## config.mk

```make
export PLATFORM = sky130hd
export DESIGN_NAME = set_difference_filter
export DESIGN_NICKNAME = d
export VERILOG_FILES = /design/src/rtl/core/sdf_pkg.sv /design/src/rtl/core/sdf_ctrl.sv /design/src/rtl/core/sdf_dp.sv /design/src/rtl/core/set_difference_filter.sv
export SDC_FILE = /design/constraint.sdc
export NUM_CORES = 1
export LEC_CHECK = 0
export ABC_CLOCK_PERIOD_IN_PS = 4110
export BUFFER_PORTS_ARGS = -buffer_cell sky130_fd_sc_hd__buf_2
export CORE_UTILIZATION = 40
export DETAILED_ROUTE_END_ITERATION = 12
export GPL_ROUTABILITY_DRIVEN = 0
export PLACE_DENSITY = 0.57
export SETUP_SLACK_MARGIN = 0.2
export SLEW_MARGIN = 10
export SYNTH_ARGS = -nofsm -noshare
export SYNTH_HDL_FRONTEND = slang
export SYNTH_SLANG_ARGS = --single-unit
```

## constraint.sdc

```tcl
create_clock -name clk -period 4.11 [get_ports clk]
set_input_delay 0.6165 -clock clk [delete_from_list [all_inputs] [get_ports clk]]
set_output_delay 0.6165 -clock clk [all_outputs]
set_load 0.05 [all_outputs]
```

## src/rtl/core/sdf_pkg.sv

```systemverilog
// sdf_pkg: shared constants, command codes and transaction types for the
// set difference filter. No dependencies.
package sdf_pkg;

  localparam int TABLE_DEPTH = 16;
  localparam int DATA_WIDTH  = 32;
  localparam int CNT_W       = $clog2(TABLE_DEPTH + 1);
  localparam int IDX_W       = (TABLE_DEPTH > 1) ? $clog2(TABLE_DEPTH) : 1;
  localparam int KEPT_W      = 16;

  localparam logic [1:0] CMD_CLEAR = 2'd0;
  localparam logic [1:0] CMD_LOAD  = 2'd1;
  localparam logic [1:0] CMD_TEST  = 2'd2;

  localparam logic STAT_OK   = 1'b0;
  localparam logic STAT_FULL = 1'b1;

  typedef struct packed {
    logic [1:0]                   command;
    logic signed [DATA_WIDTH-1:0] value;
    logic                         last_item;
  } in_item_t;

  typedef struct packed {
    logic signed [DATA_WIDTH-1:0] out_value;
    logic                         keep;
    logic [KEPT_W-1:0]            kept_count;
    logic                         status;
    logic                         out_last;
  } out_item_t;

  typedef struct packed {
    logic capture;
    logic clear;
    logic append;
    logic test;
    logic drop;
  } dp_cmd_t;

  typedef struct packed {
    logic table_full;
  } dp_stat_t;

endpackage

```

## src/rtl/core/sdf_ctrl.sv

```systemverilog
// sdf_ctrl: handshake state machine and command decode for the filter.
// Depends on sdf_pkg.
module sdf_ctrl (
  input  logic             clk,
  input  logic             rst_n,
  input  logic             in_valid,
  output logic             in_stall,
  input  logic [1:0]       in_command,
  output logic             out_valid,
  input  logic             out_stall,
  output sdf_pkg::dp_cmd_t dp_cmd,
  input  sdf_pkg::dp_stat_t dp_stat
);
  import sdf_pkg::*;

  localparam logic ST_EMPTY = 1'b0;
  localparam logic ST_FULL  = 1'b1;

  logic state_r;
  logic state_nxt;
  logic take;

  assign in_stall  = (state_r == ST_FULL) && out_stall;
  assign out_valid = (state_r == ST_FULL);
  assign take      = in_valid && !in_stall;

  always_comb begin
    state_nxt = state_r;
    case (state_r)
      ST_EMPTY: begin
        if (take) state_nxt = ST_FULL;
      end
      ST_FULL: begin
        if (!out_stall && !take) state_nxt = ST_EMPTY;
      end
      default: state_nxt = ST_EMPTY;
    endcase
  end

  always_ff @(posedge clk) begin
    if (!rst_n) begin
      state_r <= ST_EMPTY;
    end else begin
      state_r <= state_nxt;
    end
  end

  always_comb begin
    dp_cmd         = '0;
    dp_cmd.capture = take;
    if (take) begin
      case (in_command)
        CMD_CLEAR: dp_cmd.clear = 1'b1;
        CMD_LOAD: begin
          dp_cmd.append = !dp_stat.table_full;
          dp_cmd.drop   = dp_stat.table_full;
        end
        CMD_TEST:  dp_cmd.test = 1'b1;
        default:   ;
      endcase
    end
  end

endmodule

```

## src/rtl/core/sdf_dp.sv

```systemverilog
// sdf_dp: exclusion table, entry and kept counters, parallel match and
// output register. Depends on sdf_pkg.
module sdf_dp (
  input  logic              clk,
  input  logic              rst_n,
  input  sdf_pkg::in_item_t  in_data,
  input  sdf_pkg::dp_cmd_t   dp_cmd,
  output sdf_pkg::dp_stat_t  dp_stat,
  output sdf_pkg::out_item_t out_data
);
  import sdf_pkg::*;

  logic [DATA_WIDTH-1:0] tbl_r [TABLE_DEPTH];
  logic [CNT_W-1:0]      count_r;
  logic [CNT_W-1:0]      count_nxt;
  logic [KEPT_W-1:0]     kept_r;
  logic [KEPT_W-1:0]     kept_nxt;
  logic                  hit;
  logic                  keep;
  out_item_t             res_r;

  assign dp_stat.table_full = (count_r == CNT_W'(TABLE_DEPTH));

  always_comb begin
    hit = 1'b0;
    for (int i = 0; i < TABLE_DEPTH; i++) begin
      if ((CNT_W'(i) < count_r) && (tbl_r[i] == in_data.value)) hit = 1'b1;
    end
  end

  assign keep = dp_cmd.test && !hit;

  always_comb begin
    count_nxt = count_r;
    kept_nxt  = kept_r;
    if (dp_cmd.clear) begin
      count_nxt = '0;
      kept_nxt  = '0;
    end else begin
      if (dp_cmd.append) count_nxt = count_r + CNT_W'(1);
      if (keep && (kept_r != {KEPT_W{1'b1}})) kept_nxt = kept_r + KEPT_W'(1);
    end
  end

  always_ff @(posedge clk) begin
    if (!rst_n) begin
      count_r <= '0;
      kept_r  <= '0;
    end else if (dp_cmd.capture) begin
      count_r <= count_nxt;
      kept_r  <= kept_nxt;
    end
  end

  always_ff @(posedge clk) begin
    if (dp_cmd.append) tbl_r[count_r[IDX_W-1:0]] <= in_data.value;
  end

  always_ff @(posedge clk) begin
    if (dp_cmd.capture) begin
      res_r.out_value  <= in_data.value;
      res_r.keep       <= keep;
      res_r.kept_count <= kept_nxt;
      res_r.status     <= dp_cmd.drop ? STAT_FULL : STAT_OK;
      res_r.out_last   <= in_data.last_item;
    end
  end

  assign out_data = res_r;

endmodule

```

## src/rtl/core/set_difference_filter.sv

```systemverilog
// set_difference_filter: top level joining the controller and datapath.
// Depends on sdf_pkg, sdf_ctrl, sdf_dp.
//
// Usage:
//   Input channel in_valid/in_stall/in_data carries one command per
//   transaction: clear, load an exclusion value, or test a value.
//   Output channel out_valid/out_stall/out_data returns exactly one result
//   transaction per accepted command, in order.
//   A command accepted at one edge is shown on out_data after that edge.
//   Throughput is one transaction per cycle while out_stall is low; the
//   test compares against all table entries at once, so no loop stalls it.
//   The single output register is the only buffer: while it holds a result
//   and out_stall is high, in_stall is high; as soon as the result is taken
//   a new command can be accepted in that same cycle.
//   Reset clears the entry count, the kept count and the output valid; the
//   table contents are not cleared and are only read below the entry count.
//   A load into a full table is dropped and reported with status 1.
module set_difference_filter (
  input  logic               clk,
  input  logic               rst_n,
  input  logic               in_valid,
  output logic               in_stall,
  input  sdf_pkg::in_item_t  in_data,
  output logic               out_valid,
  input  logic               out_stall,
  output sdf_pkg::out_item_t out_data
);
  import sdf_pkg::*;

  dp_cmd_t  dp_cmd;
  dp_stat_t dp_stat;

  sdf_ctrl u_ctrl (
    .clk        (clk),
    .rst_n      (rst_n),
    .in_valid   (in_valid),
    .in_stall   (in_stall),
    .in_command (in_data.command),
    .out_valid  (out_valid),
    .out_stall  (out_stall),
    .dp_cmd     (dp_cmd),
    .dp_stat    (dp_stat)
  );

  sdf_dp u_dp (
    .clk      (clk),
    .rst_n    (rst_n),
    .in_data  (in_data),
    .dp_cmd   (dp_cmd),
    .dp_stat  (dp_stat),
    .out_data (out_data)
  );

endmodule

```

# Yosys cells after proc, flatten, opt, wreduce, memory -nomap -nowiden
# Memory sizes are Yosys's and may differ from the RTL's.
# Index checks and enable logic that the tools add are counted.
[totals] reg_bits=73 mem_count=1 ram_bits=512 inputBits=39 out_inout_bits=53
[classes] bitwise=1 mux=31 n_eq_ne=20 n_addsub=2 n_reduce_logical=29 order_cmp=16
[mem_list] memory="u_dp.tbl_r" words=16 width=32 rd=16 rd_clocked_by_memory_dff=0 write_ports=1 line_no="sdf_dp.sv:13" rtl="logic [DATA_WIDTH-1:0] tbl_r [TABLE_DEPTH];"
[op_table] op="32-bit equality test" count=16
[op_table] op="4-bit by 5-bit less-than comparator with 1-bit output, first input constant" count=8
[op_table] op="16-bit 2-to-1 mux" count=2
[op_table] op="1-bit 2-to-1 mux" count=25
[op_table] op="1-bit logical AND" count=21
[op_table] op="3-bit by 5-bit less-than comparator with 1-bit output, first input constant" count=4
[op_table] op="16-bit by 1-bit adder with 16-bit output, second input constant" count=1
[op_table] op="16-bit inequality test, second input constant" count=1
[op_table] op="1-bit by 5-bit less-than comparator with 1-bit output, first input constant" count=2
[op_table] op="2-bit by 5-bit less-than comparator with 1-bit output, first input constant" count=2
[op_table] op="5-bit 2-to-1 mux" count=2
[op_table] op="5-bit by 1-bit adder with 5-bit output, second input constant" count=1
[op_table] op="5-bit equality test, second input constant" count=1
[op_table] op="1-bit zero test" count=5
[op_table] op="4-bit 2-to-1 mux" count=1
[op_table] op="2-bit by 1-bit equality test with 1-bit output, second input constant" count=1
[op_table] op="2-bit equality test, second input constant" count=1
[op_table] op="2-bit zero test" count=1
[op_table] op="1-bit one-hot mux with 2 select lines" count=1
[op_table] op="2-bit AND reduction" count=1
[op_table] op="2-bit nonzero test" count=1
[op_table] op="1-bit NOT" count=1

# Depth between registers and ports, before layout
[depth] word_depth=23 ltp_mapped=12 depth_no_buf=9

# By module
# From an unflattened synthesis, not the netlist that was laid out.
[hier_totals] cells_unflattened=1599 area_unflattened_um2=25478.2
[modules_own_cells] mod="sdf_dp" n_inst=1 seq_area_each_um2=17326.6 cells_each=1588 area_per_inst_um2=25366.8
[modules_own_cells] mod="sdf_ctrl" n_inst=1 seq_area_each_um2=20.0 cells_each=11 area_per_inst_um2=111.4

# Least setup slack after synthesis
# No wires, ideal clock.
[synth_path] path_type="input port to flip-flop" startpoint="in out_stall" endpoint="mem u_dp.tbl_r[7][0], enable pin" setup_time_ns=0.421 arrival_ns=3.331 path_slack_ns=0.357 stages=7 t_required_ns=3.689 path_cell_list="and2_1 nand2b_1 nor2_1 nand2_1 nor2_1 nand2_1 nor2_1"
[synth_between] elab_chain_cells=6
[synth_lines] item="start, declared" line_no="set_difference_filter.sv:25" rtl="input logic out_stall,"
[synth_lines] item="1-bit logical AND" line_no="sdf_ctrl.sv:23" rtl="assign in_stall = (state_r == ST_FULL) && out_stall;"
[synth_lines] item="1-bit zero test" line_no="sdf_ctrl.sv:25" rtl="assign take = in_valid && !in_stall;"
[synth_lines] item="1-bit logical AND" line_no="sdf_ctrl.sv:25"
[synth_lines] item="4-bit 2-to-1 mux" line_no="sdf_ctrl.sv:51" rtl="if (take) begin"
[synth_lines] item="1-bit 2-to-1 mux" line_no="sdf_dp.sv:56" rtl="if (dp_cmd.append) tbl_r[count_r[IDX_W-1:0]] <= in_data.value;"
[synth_lines] item="1-bit 2-to-1 mux (implied by the code)" line_no="sdf_dp.sv:56"
[synth_lines] item="end, declared" line_no="sdf_dp.sv:13"
# Every way passes these cells.

# Worst setup path after layout
[layout_path] startpoint="reg u_dp.count_r[4]" endpoint="reg u_dp.res_r, in the netlist u_dp.out_data[14] (data pin)"
[layout_between] elab_chain_cells=23 word_cells_on_any_way=53
[layout_lines] item="start, declared" line_no="sdf_dp.sv:14" rtl="logic [CNT_W-1:0] count_r;"
[layout_lines] item="start signal, assigned" line_no="sdf_dp.sv:50" rtl="count_r <= count_nxt;"
[layout_lines] item="1-bit by 5-bit less-than comparator with 1-bit output" line_no="sdf_dp.sv:27" rtl="if ((CNT_W'(i) < count_r) && (tbl_r[i] == in_data.value)) hit = 1'b1;"
[layout_lines] item="1-bit logical AND" line_no="sdf_dp.sv:27"
[layout_lines] item="1-bit 2-to-1 mux (15 in a row)" line_no="sdf_dp.sv:27"
[layout_lines] item="1-bit 2-to-1 mux (*)" line_no="sdf_dp.sv:27"
[layout_lines] item="1-bit zero test (*)" line_no="sdf_dp.sv:31" rtl="assign keep = dp_cmd.test && !hit;"
[layout_lines] item="1-bit logical AND (*)" line_no="sdf_dp.sv:31"
[layout_lines] item="1-bit logical AND (*)" line_no="sdf_dp.sv:41" rtl="if (keep && (kept_r != {KEPT_W{1'b1}})) kept_nxt = kept_r + KEPT_W'(1);"
[layout_lines] item="16-bit 2-to-1 mux (*)" line_no="sdf_dp.sv:41"
[layout_lines] item="16-bit 2-to-1 mux (*)" line_no="sdf_dp.sv:36" rtl="if (dp_cmd.clear) begin"
[layout_lines] item="named net u_dp.kept_nxt[12]" line_no="sdf_dp.sv:17" rtl="logic [KEPT_W-1:0] kept_nxt;"
[layout_lines] item="end, declared" line_no="sdf_dp.sv:20" rtl="out_item_t res_r;"
# The timed path passes the listed nets; every way through them passes the cells marked *.
# A chain may end at the register's enable or synchronous reset.

==> reports/metrics.yaml <==
critPathKind: "flip-flop to flip-flop"
ctsResizeCount: 0
cts_num_sinks: 585
final-instance-count-excl-fill: 2806
cts-buffers-inserted: 59
async_reset_ff_frac: 0
drc: 0
min_to: "u_dp.out_data[0]"
post_cts_buffers: 0
rows: 92
synth-edff-count: 563
root_buffer: "clkbuf_16"
arrival_ns: 3.76
final_antenna_net_count: 0
synth_seq_area_share: 0.6781
synth-compound-area-share: 0.01526
rsz0062_at_grt: "no"
antenna_cells: 0
path_cells: "buf_4, nor2_1, buf_4, a21oi_1, nand4_1, or4_1, o41ai_1, buf_4, a311oi_1, nand3_1, nor4_1, mux2i_1"
cts_buffer_depth: 3
multi_input_area_sq_mm: 0.007566
die_h_um: 254.9
register_area_sq_mm: 0.01735
critPathBufInv: 3
synth.avg_cell_area_sq_um: 14.99
clkTransAtPathRegs_ns: 0.06
num_vias: 14820
die_area_sq_mm: 0.06497
yosys.area.top_type_share: 0.6609
clkLatencyLatePin_ns: 0.62
slowest_stage: "a311oi_1"
min_path_type: "input pin to flip-flop"
syn_nets: 1750
cts_hold_buf: 0
n_fill_cell: 5598
yosysMostFrequentCell: "edfxtp_1"
grt_max_degree: 52
fin_crit_sh: 0.8315
syn-cell-area_sq_mm: 0.02558
synth.area.mux_share: 0.002348
synth_cell_types: 54
hold_path_depth: 1
slew_headroom: 0.3932
path_delay_family: "simple AND/OR/NAND/NOR gates"
cp.required_ns: 4.45
ys_seq_elements: 585
reg2reg_depth: 12
ir_worst_vdd_mv: 0.2941
leakagePower_nw: 9.957
setup_viol: 0
postSynthCellCount: 1706
overflow: 0
synth_fa_ha_area_frac: 0.002446
grt_usage: 0.2093
max_cap_viol_count: 0
powerDensity_mw_per_mm2: 433.6
synth_top_family_by_area: "XOR/XNOR gates"
slew_viol_final: 0
fin_hold_ws_ns: 0.1728
hold_violations: 0
finalWirelength_um: 67710
h-tree-depth: 2
nets: 1954
synth.largest_area_cell: "edfxtp_1"
hp-start: "in_data[0]"
first_pass_iters: 5
r2r_end: "u_dp.out_data[14]"
die_x_um: 254.9
ys.flop_type: "edfxtp_1"
yosys_warnings: 0
cpPeakStageDelay_ns: 0.63
post-route-min-period_ns: 3.417
setup_slack_ns: 0.6927
synth-simple-area-share: 0.09748
cp-start-kind: "flip-flop"
start_util: 0.4055
drive_above_1_share: 0.1643
grt_pass1_wl_um: 98100
fin_tns_setup_ns: 0
tightest_slew_ns: 0.9018
crit_top_cell: "buf_4"
max_freq_ghz: 0.2926
r2r-start: "u_dp.count_r[4]"
grt_pass1_vias: 14600
viasPerCell: 5.280
dpl.hpwl_um: 44260
fin_util: 0.4690
cp_max_fo: 14
fin_skew_ns: 0.02319
core_sq_mm: 0.06308
io_pins: 92
placedCellCount: 2695
post_drt_wl_per_cell_um: 24.13
syn_to_final_growth_pct: 15.65
reg2reg_slack_ns: 0.69
status: "finished clean"
netlist_top_cells_count: "edfxtp_1 (563), xor2_1 (434), nor4_1 (143)"
io_buffers: 91
synth_xor_area_frac: 0.1767
end_kind: "flip-flop"
dp_worst_setup_slack_ns: 0.1869
netlist_top_cells_area: "edfxtp_1 (66%), xor2_1 (15%), nor4_1 (3.5%), xnor2_1 (2.8%), dfxtp_1 (1.7%)"
cts_tree: "yes"
grt_antenna_before_repair: 3
drt-initial-drc-count: 1277
## stage by stage
| stage | cell area [sq um] | power [mW] |
|---|---|---|
| floorplan | 25580 | 7.246 |
| global placement | 27690 | 7.627 |
| detailed placement | 27690 | 7.635 |
| CTS | 29580 | 12.93 |
| global route | 29580 | 13.19 |
| finish | 29580 | 12.83 |
## report_power, final
part | internal, mW | total [mW] | switching [mW]
sequential | 6.58 | 6.59 | 0.0144
combinational | 0.272 | 0.913 | 0.641
clock | 3.04 | 5.32 | 2.29
## final cells by class
| class | count | area share |
|---|---|---|
| well taps | 846 | 0.03578 |
| flip-flops and latches | 585 | 0.5863 |
| repair buffers | 218 | 0.05735 |
| clock inverters | 41 | 0.01188 |
| clock buffers | 70 | 0.05202 |
| multi-input cells | 1039 | 0.2557 |
| inverters | 7 | 0.0008881 |
## flip-flops by register name, summed over array words and instances (netlist names)
signal and cells:
u_dp.kept_r 16, u_dp.count_r 5, u_dp.tbl_r 512, u_dp.out_data 51, u_ctrl.out_valid 1
## metal layers
metal,up-vias,track usage,part of all wire
met2,469,0.3271,0.46
met4,0,0.06193,0.025
met5,-,0,0
li1,6746,-,-
met1,7504,0.3007,0.46
met3,98,0.03295,0.056
## cells by family after synthesis
logic type	after synthesis
and+or+nand+nor	450
buffers and inverters	82
xor gates and xnor gates	516
muxes	6
adders and majority gates	5
DFF	585
AOI/OAI and AO/OA	62
## worst max-delay path by stage
| stage | start | endpoint | slack, ns | depth (start not counted) |
|---|---|---|---|---|
| after global placement | in_data[18] | u_dp.out_data[14] | 0.23 | 11 |
| after global routing | u_dp.count_r[4] | u_dp.out_data[17] | 0.58 | 10 |
| after detailed placement | in_data[18] | u_dp.out_data[14] | 0.19 | 11 |
| final | u_dp.count_r[4] | u_dp.out_data[14] | 0.69 | 12 |
| after floorplan | out_stall | u_dp.tbl_r[7][0] | 0.36 | 7 |
| after CTS | u_dp.count_r[4] | u_dp.out_data[14] | 0.76 | 12 |
## cells in the final DEF (no fill, tap or decap), types with 24 or more instances in the layout
cell       count
edfxtp_1     563
xor2_1       434
nor4_1       143
buf_4        104
buf_2         91
xnor2_1       82
nor2_1        61
clkbuf_16     60
nand4_1       57
nand2_1       49
a21oi_1       32
nand3_1       28
nor3_1        24
(Power assumes the default switching activity.)
